File: config.mk
export PLATFORM = sky130hd
export DESIGN_NAME = fifo_replacement_lookup_cache
export DESIGN_NICKNAME = d
export VERILOG_FILES = /design/src/rtl/flc_pkg.sv /design/src/rtl/fifo_replacement_lookup_cache.sv
export SDC_FILE = /design/constraint.sdc
export NUM_CORES = 2
export LEC_CHECK = 0
export BUFFER_PORTS_ARGS = -buffer_cell sky130_fd_sc_hd__buf_2
export CAP_MARGIN = 5
export CELL_PAD_IN_SITES_DETAIL_PLACEMENT = 0
export CELL_PAD_IN_SITES_GLOBAL_PLACEMENT = 2
export CORE_ASPECT_RATIO = 0.8
export CORE_MARGIN = 4
export CORE_UTILIZATION = 40
export CTS_CLUSTER_DIAMETER = 200
export DETAILED_ROUTE_END_ITERATION = 8
export MAX_ROUTING_LAYER = met4
export PLACE_DENSITY_LB_ADDON = 0.1
export SLEW_MARGIN = 0
export SYNTH_ARGS = -nofsm -noshare
export SYNTH_HDL_FRONTEND = slang
export SYNTH_SLANG_ARGS = --single-unit
export TNS_END_PERCENT = 20
File: constraint.sdc
create_clock -name clk -period 7.8 [get_ports clk]
set_clock_uncertainty 0.2 [all_clocks]
set_input_delay 0.78 -clock clk [delete_from_list [all_inputs] [get_ports clk]]
set_output_delay 0.78 -clock clk [all_outputs]
set_load 0.01 [all_outputs]
File: src/rtl/flc_pkg.sv
// Package for the FIFO-replacement lookup cache.
// Holds sizes, operation codes and the result record; no dependencies.
package flc_pkg;

	localparam int CAPACITY    = 16;
	localparam int SLOT_BITS   = $clog2(CAPACITY);
	localparam int COUNT_BITS  = $clog2(CAPACITY + 1);
	localparam int KEY_BITS    = 64;
	localparam int VALUE_BITS  = 64;
	localparam int LIMIT_BITS  = 5;
	localparam logic [LIMIT_BITS-1:0] LIMIT_RESET = LIMIT_BITS'(CAPACITY);

	localparam logic OP_LOOKUP = 1'b0;
	localparam logic OP_FILL   = 1'b1;

	typedef struct packed {
		logic                  evicted;
		logic                  hit;
		logic [KEY_BITS-1:0]   evicted_key;
		logic [VALUE_BITS-1:0] read_value;
	} result_t;

endpackage

File: src/rtl/fifo_replacement_lookup_cache.sv
// Fully associative key/value cache with oldest-first replacement.
// Depends on flc_pkg (sizes, operation codes, result record).
//
// A request passes through the input register, then the result register,
// before its result is shown on m_*.
// Throughput: one request per cycle while m_tready keeps the result register
// free; the combinational compare of all slots and one slot write per fill set this figure.
// Reset (arst_n low, asynchronous): all slots invalid, live count and oldest
// pointer zero, limit 16; stored keys and values are not cleared.
module fifo_replacement_lookup_cache (
	input  logic         clk,
	input  logic         arst_n,
	// request side
	input  logic         s_tvalid,
	output logic         s_tready,
	input  logic [127:0] s_tdata,  // [63:0] key, [127:64] fill_value
	input  logic         s_tuser,  // [0] operation (0 lookup, 1 fill)
	// result side
	output logic         m_tvalid,
	input  logic         m_tready,
	output logic [127:0] m_tdata,  // [63:0] read_value, [127:64] evicted_key
	output logic [1:0]   m_tuser,  // [0] hit, [1] evicted
	// limit register write
	input  logic         cfg_valid,
	output logic         cfg_ready,
	input  logic [4:0]   cfg_data  // capacity_limit
);

	localparam int NS = flc_pkg::SLOT_BITS;
	localparam int NC = flc_pkg::COUNT_BITS;
	localparam int KB = flc_pkg::KEY_BITS;
	localparam int VB = flc_pkg::VALUE_BITS;
	localparam int LB = flc_pkg::LIMIT_BITS;
	localparam int CAP = flc_pkg::CAPACITY;

	// input register
	logic          valid_s1;
	logic          op_s1;
	logic [KB-1:0] key_s1;
	logic [VB-1:0] value_s1;
	logic          advance;

	// cache state
	logic [CAP-1:0] entry_valid_q;
	logic [KB-1:0]  entry_keys_q   [CAP];
	logic [VB-1:0]  entry_values_q [CAP];
	logic [NS-1:0]  oldest_q;
	logic [NC-1:0]  live_q;
	logic [LB-1:0]  limit_q;

	// result register
	flc_pkg::result_t res_q;
	logic             res_valid_q;

	// single-pass logic
	logic [CAP-1:0] match;
	logic           found;
	logic [VB-1:0]  hit_value;
	logic [NC-1:0]  limit_eff;
	logic           is_fill;
	logic           fill_new;
	logic           need_evict;
	logic [NS-1:0]  oldest_next;
	logic [NC-1:0]  live_base;
	logic [NC:0]    dst_sum;
	logic [NS-1:0]  dst;
	flc_pkg::result_t res_d;

	// Result register frees when empty or taken; input stage follows it.
	assign advance  = valid_s1 && (!res_valid_q || m_tready);
	assign s_tready = !valid_s1 || advance;
	assign cfg_ready = 1'b1;

	always_ff @(posedge clk or negedge arst_n) begin
		if (!arst_n) begin
			valid_s1 <= 1'b0;
		end else if (s_tready) begin
			valid_s1 <= s_tvalid;
		end
	end

	always_ff @(posedge clk) begin
		if (s_tvalid && s_tready) begin
			op_s1    <= s_tuser;
			key_s1   <= s_tdata[KB-1:0];
			value_s1 <= s_tdata[64 +: VB];
		end
	end

	always_ff @(posedge clk or negedge arst_n) begin
		if (!arst_n) begin
			limit_q <= flc_pkg::LIMIT_RESET;
		end else if (cfg_valid && cfg_ready) begin
			limit_q <= cfg_data;
		end
	end

	// Limit of zero acts as one; anything above the slot count saturates.
	always_comb begin
		if (limit_q == '0) begin
			limit_eff = NC'(1);
		end else if (LB'(limit_q) > LB'(CAP)) begin
			limit_eff = NC'(CAP);
		end else begin
			limit_eff = NC'(limit_q);
		end
	end

	// Key compare across every live slot; keys are unique among live slots.
	always_comb begin
		hit_value = '0;
		for (int i = 0; i < CAP; i++) begin
			match[i] = entry_valid_q[i] && (entry_keys_q[i] == key_s1);
			if (match[i]) begin
				hit_value = hit_value | entry_values_q[i];
			end
		end
		found = |match;
	end

	assign is_fill    = (op_s1 == flc_pkg::OP_FILL);
	assign fill_new   = is_fill && !found;
	assign need_evict = fill_new && (live_q >= limit_eff);

	// On eviction the ring head moves on by one and live_base, used for dst, drops by one.
	always_comb begin
		if (need_evict) begin
			oldest_next = (oldest_q == NS'(CAP - 1)) ? '0 : oldest_q + NS'(1);
			live_base   = live_q - NC'(1);
		end else begin
			oldest_next = oldest_q;
			live_base   = live_q;
		end
		dst_sum = (NC+1)'(oldest_next) + (NC+1)'(live_base);
		if (dst_sum >= (NC+1)'(CAP)) begin
			dst = NS'(dst_sum - (NC+1)'(CAP));
		end else begin
			dst = NS'(dst_sum);
		end
	end

	always_comb begin
		res_d.hit         = found;
		res_d.read_value  = (!is_fill && found) ? hit_value : '0;
		res_d.evicted     = need_evict;
		res_d.evicted_key = need_evict ? entry_keys_q[oldest_q] : '0;
	end

	// Control state of the ring.
	always_ff @(posedge clk or negedge arst_n) begin
		if (!arst_n) begin
			entry_valid_q <= '0;
			oldest_q      <= '0;
			live_q        <= '0;
		end else if (advance && fill_new) begin
			for (int i = 0; i < CAP; i++) begin
				if (NS'(i) == dst) begin
					entry_valid_q[i] <= 1'b1;
				end else if (need_evict && NS'(i) == oldest_q) begin
					entry_valid_q[i] <= 1'b0;
				end
			end
			oldest_q <= oldest_next;
			if (!need_evict && live_q < NC'(CAP)) begin
				live_q <= live_q + NC'(1);
			end
		end
	end

	// Slot payload: new key at the young end, or in-place value update.
	always_ff @(posedge clk) begin
		if (advance && is_fill) begin
			for (int i = 0; i < CAP; i++) begin
				if (found) begin
					if (match[i]) begin
						entry_values_q[i] <= value_s1;
					end
				end else if (NS'(i) == dst) begin
					entry_keys_q[i]   <= key_s1;
					entry_values_q[i] <= value_s1;
				end
			end
		end
	end

	// Result register.
	always_ff @(posedge clk or negedge arst_n) begin
		if (!arst_n) begin
			res_valid_q <= 1'b0;
		end else if (advance) begin
			res_valid_q <= 1'b1;
		end else if (m_tready) begin
			res_valid_q <= 1'b0;
		end
	end

	always_ff @(posedge clk) begin
		if (advance) begin
			res_q <= res_d;
		end
	end

	assign m_tvalid = res_valid_q;
	assign m_tdata  = {res_q.evicted_key, res_q.read_value};
	assign m_tuser  = {res_q.evicted, res_q.hit};

	// checks
	a_count_tracks_valid: assert property (@(posedge clk) disable iff (!arst_n)
		NC'($countones(entry_valid_q)) == live_q)
		else $error("live count differs from valid slots");

	a_count_bound: assert property (@(posedge clk) disable iff (!arst_n)
		live_q <= NC'(CAP))
		else $error("live count above capacity");

	a_evict_not_hit: assert property (@(posedge clk) disable iff (!arst_n)
		res_valid_q && res_q.evicted |-> !res_q.hit)
		else $error("eviction reported on a hit");

	a_evict_keeps_count: assert property (@(posedge clk) disable iff (!arst_n)
		advance && need_evict |=> $stable(live_q))
		else $error("eviction changed live count");

	a_miss_zero: assert property (@(posedge clk) disable iff (!arst_n)
		res_valid_q && !res_q.hit |-> res_q.read_value == '0)
		else $error("value returned on a miss");

endmodule
==> results.py <==
metrics = {
    "status": {
        "status": "finished with violations",
        "violations": "negative setup slack",
    },
    "logic_synthesis": {
        "yosysSeqAreaShare_pct": 72.3,
        "ys_types": 64,
        "synth_edf_count": 2307,
        "ys_seq_elements": 2339,
        "syn_inst": 5346,
        "yosys_warnings": 0,
        "ys.flop_type": "edfxtp_1",
        "synth_area_per_cell_um2": 18.1,
        "async_reset_ff_share_pct": 1.37,
        "netlist_area_um2": 96900,
        "syn-num-nets": 5500,
    },
    "finish": {
        "finish.net_count": 6450,
        "layout_common_cells": "edfxtp_1 (2307), buf_4 (463), xnor2_1 (455)",
        "fin_util_pct": 49.0,
        "drive_gt1_share_pct": 25.8,
        "layout_commonest_cell": "edfxtp_1",
        "fin_cells": 9810,
        "syn_to_final_growth_pct": 21.6,
        "fillers": 20005,
    },
    "clocking": {
        "path_clk_slew_ns": 0.07,
        "clock_latency_ns": 0.93,
        "cts_made_buffers": 241,
        "cts_tree": "yes",
        "cts_max_level": 4,
        "cts_num_sinks": 2339,
        "clock-root-buffer": "clkbuf_16",
        "cts.path.max_buffers": 4,
    },
    "floorplan": {
        "core_um2": 241000,
        "rows": 161,
        "dieArea_um2": 250000,
        "die_h_um": 448,
        "start_util_pct": 40.3,
        "dieWidth_um": 558,
        "io_pins": 272,
    },
    "placed_design": {
        "place_congestion": 1.11,
        "pre_cts_ws_ns": 0.320,
        "dp_hpwl_um": 379000,
        "dp.cells": 9084,
        "io_buffer_count": 270,
    },
    "sta": {
        "hold_slack_ns": 0.0292,
        "max_freq_ghz": 0.125,
        "drv_slew": 0,
        "tightest_slew_ns": 1.36,
        "fin_crit_ns": 7.98,
        "hold_viol": 0,
        "fin_ws_ns": -0.178,
        "rsz0062_at_grt": "no",
        "setup_viol": 236,
        "period_share_pct": 102,
        "slew_headroom_pct": 8.73,
        "fin_tns_setup_ns": -7.18,
    },
    "worst_setup_path": {
        "criticalPathCategory": "reg -> reg",
        "required_ns": 8.15,
        "critPathMaxFanout": 16,
        "cp.arrival_ns": 8.33,
        "cp-end-kind": "flop",
        "startpoint_type": "flop",
    },
    "job": {
        "cap_violations": 0,
    },
    "global_routing": {
        "grt_pass1_wl_um": 636000,
        "grt_pass1_vias": 59285,
        "antenna_found_initial": 109,
        "grt_max_degree": 86,
        "grt_usage_pct": 40.6,
        "grt.overflow.total": 0,
    },
    "power_and_ir_drop": {
        "powerDensity_nw_per_um2": 351,
        "pwr-share-seq_pct": 42.3,
        "net-switching-power_mw": 14.4,
        "pwr-share-comb_pct": 28.9,
        "clkPwrFrac_pct": 28.8,
        "peakVddDrop_mv": 0.281,
        "p_leak_nw": 38.0,
        "p_int_mw": 26.9,
        "switching_share_pct": 34.8,
    },
    "detailed_routing": {
        "drtPass1Iterations": 6,
        "wirelength_um": 500000,
        "wl_per_cell_um": 51.0,
        "viasPerCell": 6.53,
        "drtAntennaViolNets": 0,
        "vias": 64085,
        "drtIter0Drc": 11817,
        "drc": 0,
    },
    "min_path": {
        "hp-class": "in -> reg",
    },
}
## stage by stage
| step | power [mW] | cell area [um2] |
|---|---|---|
| after floorplan | 21.9 | 96900 |
| after global placement | 29.1 | 108000 |
| after detailed placement | 29.0 | 108000 |
| after CTS | 40.9 | 117000 |
| after global routing | 42.0 | 118000 |
| final | 41.3 | 118000 |
## power groups by stage
| stage | combinational, mW | sequential, mW | clock, mW |
|---|---|---|---|
| finish | 11.9 | 17.5 | 11.9 |
| global route | 12.0 | 17.5 | 12.5 |
| CTS | 11.5 | 17.4 | 12.0 |
| detailed placement | 11.3 | 17.7 | 0 |
| global placement | 11.4 | 17.7 | 0 |
| floorplan | 4.93 | 16.9 | 0 |
## cells in the mapped netlist (3+ instances only)
library cell	n	area share, %
nor2b_1	81	0.52
nand4_1	141	0.91
a22o_1	288	2.6
o41ai_1	7	0.063
o2bb2ai_1	41	0.37
a221oi_1	268	2.4
a21o_1	4	0.031
nor2_1	34	0.13
a222oi_1	7	0.072
clkbuf_1	174	0.67
o21ai_0	27	0.14
buf_2	113	0.58
o2111ai_1	17	0.15
buf_4	6	0.046
nor3_1	22	0.11
o21ai_1	22	0.11
a22oi_1	5	0.039
inv_2	16	0.062
nand2b_1	52	0.34
xor2_1	338	3.1
nor4_1	136	0.88
nand3_1	29	0.15
a221o_1	5	0.052
mux2_2	5	0.058
a21oi_1	8	0.041
inv_1	90	0.35
mux4_2	320	7.4
a2111oi_0	12	0.11
o221ai_1	5	0.045
nand2_1	42	0.16
or4_1	9	0.070
buf_1	40	0.15
dfrtp_1	31	0.80
ha_1	14	0.18
a41oi_1	64	0.58
edfxtp_1	2307	71
o22ai_1	66	0.43
nand3b_1	3	0.023
xnor2_1	464	4.2
## worst max-delay path: stages (launching register included)
cell,delay (ns)
edfxtp_1,0.83
xnor2_1,0.60
nand4_1,0.61
nor4_1,0.72
nand3_1,0.19
nor4_2,0.99
nor4_1,0.20
nand4_2,0.34
or2_4,0.22
mux2i_1,0.24
inv_1,0.07
ha_1,0.29
a21o_1,0.18
a21oi_1,0.18
xnor2_1,0.26
xnor2_4,0.21
xor2_4,0.23
buf_12,0.20
nor2_4,0.31
buf_12,0.23
buf_4,0.16
## final timing paths
kind	depth (start not counted)	end	from	slack [ns]
worst max-delay path	20	entry_keys_q[12][50]	key_s1[48]	-0.18
worst min-delay path	1	key_s1[11]	s_tdata[11]	0.03
worst max register to register	20	entry_keys_q[12][50]	key_s1[48]	-0.18
worst min register to register	1	live_q[4]	live_q[4]	0.30
max in group asynchronous	2	oldest_q[0]	arst_n	6.53
min in group asynchronous	2	limit_q[3]	arst_n	0.30
## per-layer routing
layer | part of all wire [%] | global-route usage, % | vias to the layer above | wire length, um
li1 | - | - | 24017 | -
met1 | 43 | 58.9 | 34609 | 214000
met2 | 39 | 51.7 | 4824 | 196000
met3 | 15 | 16.7 | 635 | 72800
met4 | 3.6 | 11.8 | 0 | 17800
met5 | 0 | - | - | 0
## area by class of cell
class / instances / area [um2] / share of cell area (%)
Sequential cell: 2339 / 70100 / 59.5
Antenna cell: 141 / 353 / 0.299
Multi-Input combinational cell: 2566 / 25600 / 21.7
Clock inverter: 152 / 1690 / 1.43
Timing Repair Buffer: 1041 / 9520 / 8.08
Clock buffer: 286 / 6230 / 5.29
Tap cell: 3178 / 3980 / 3.37
Inverter: 107 / 407 / 0.345
## state kept, by name, summed over array words and instances, names as in the netlist, 5 cells and up
register        flops
limit_q             5
live_q              5
m_tdata           128
entry_valid_q      16
entry_values_q   1024
entry_keys_q     1024
value_s1           64
key_s1             64
## kinds of logic (layout without fill, tap and decap cells)
| group | after synthesis | in the layout | share of synthesized area (%) |
|---|---|---|---|
| compound gates | 852 | 852 | 7.31 |
| other cells | 1 | 142 | 0.00387 |
| xor+xnor | 805 | 805 | 7.31 |
| mux | 326 | 326 | 7.51 |
| simple gates | 567 | 567 | 3.45 |
| flops | 2339 | 2339 | 72.3 |
| buf+inv | 441 | 1586 | 1.89 |
| fa+ha+maj | 15 | 15 | 0.201 |
## timing repair
item / CTS / global route
endpoints found under the hold margin: 166 / 0
setup buffers: 0 / 4
hold buffers: 143 / 0
setup endpoints to repair: 0 / 3
resized for setup: 0 / 1
Note: power is estimated with default switching activity, not from simulation.
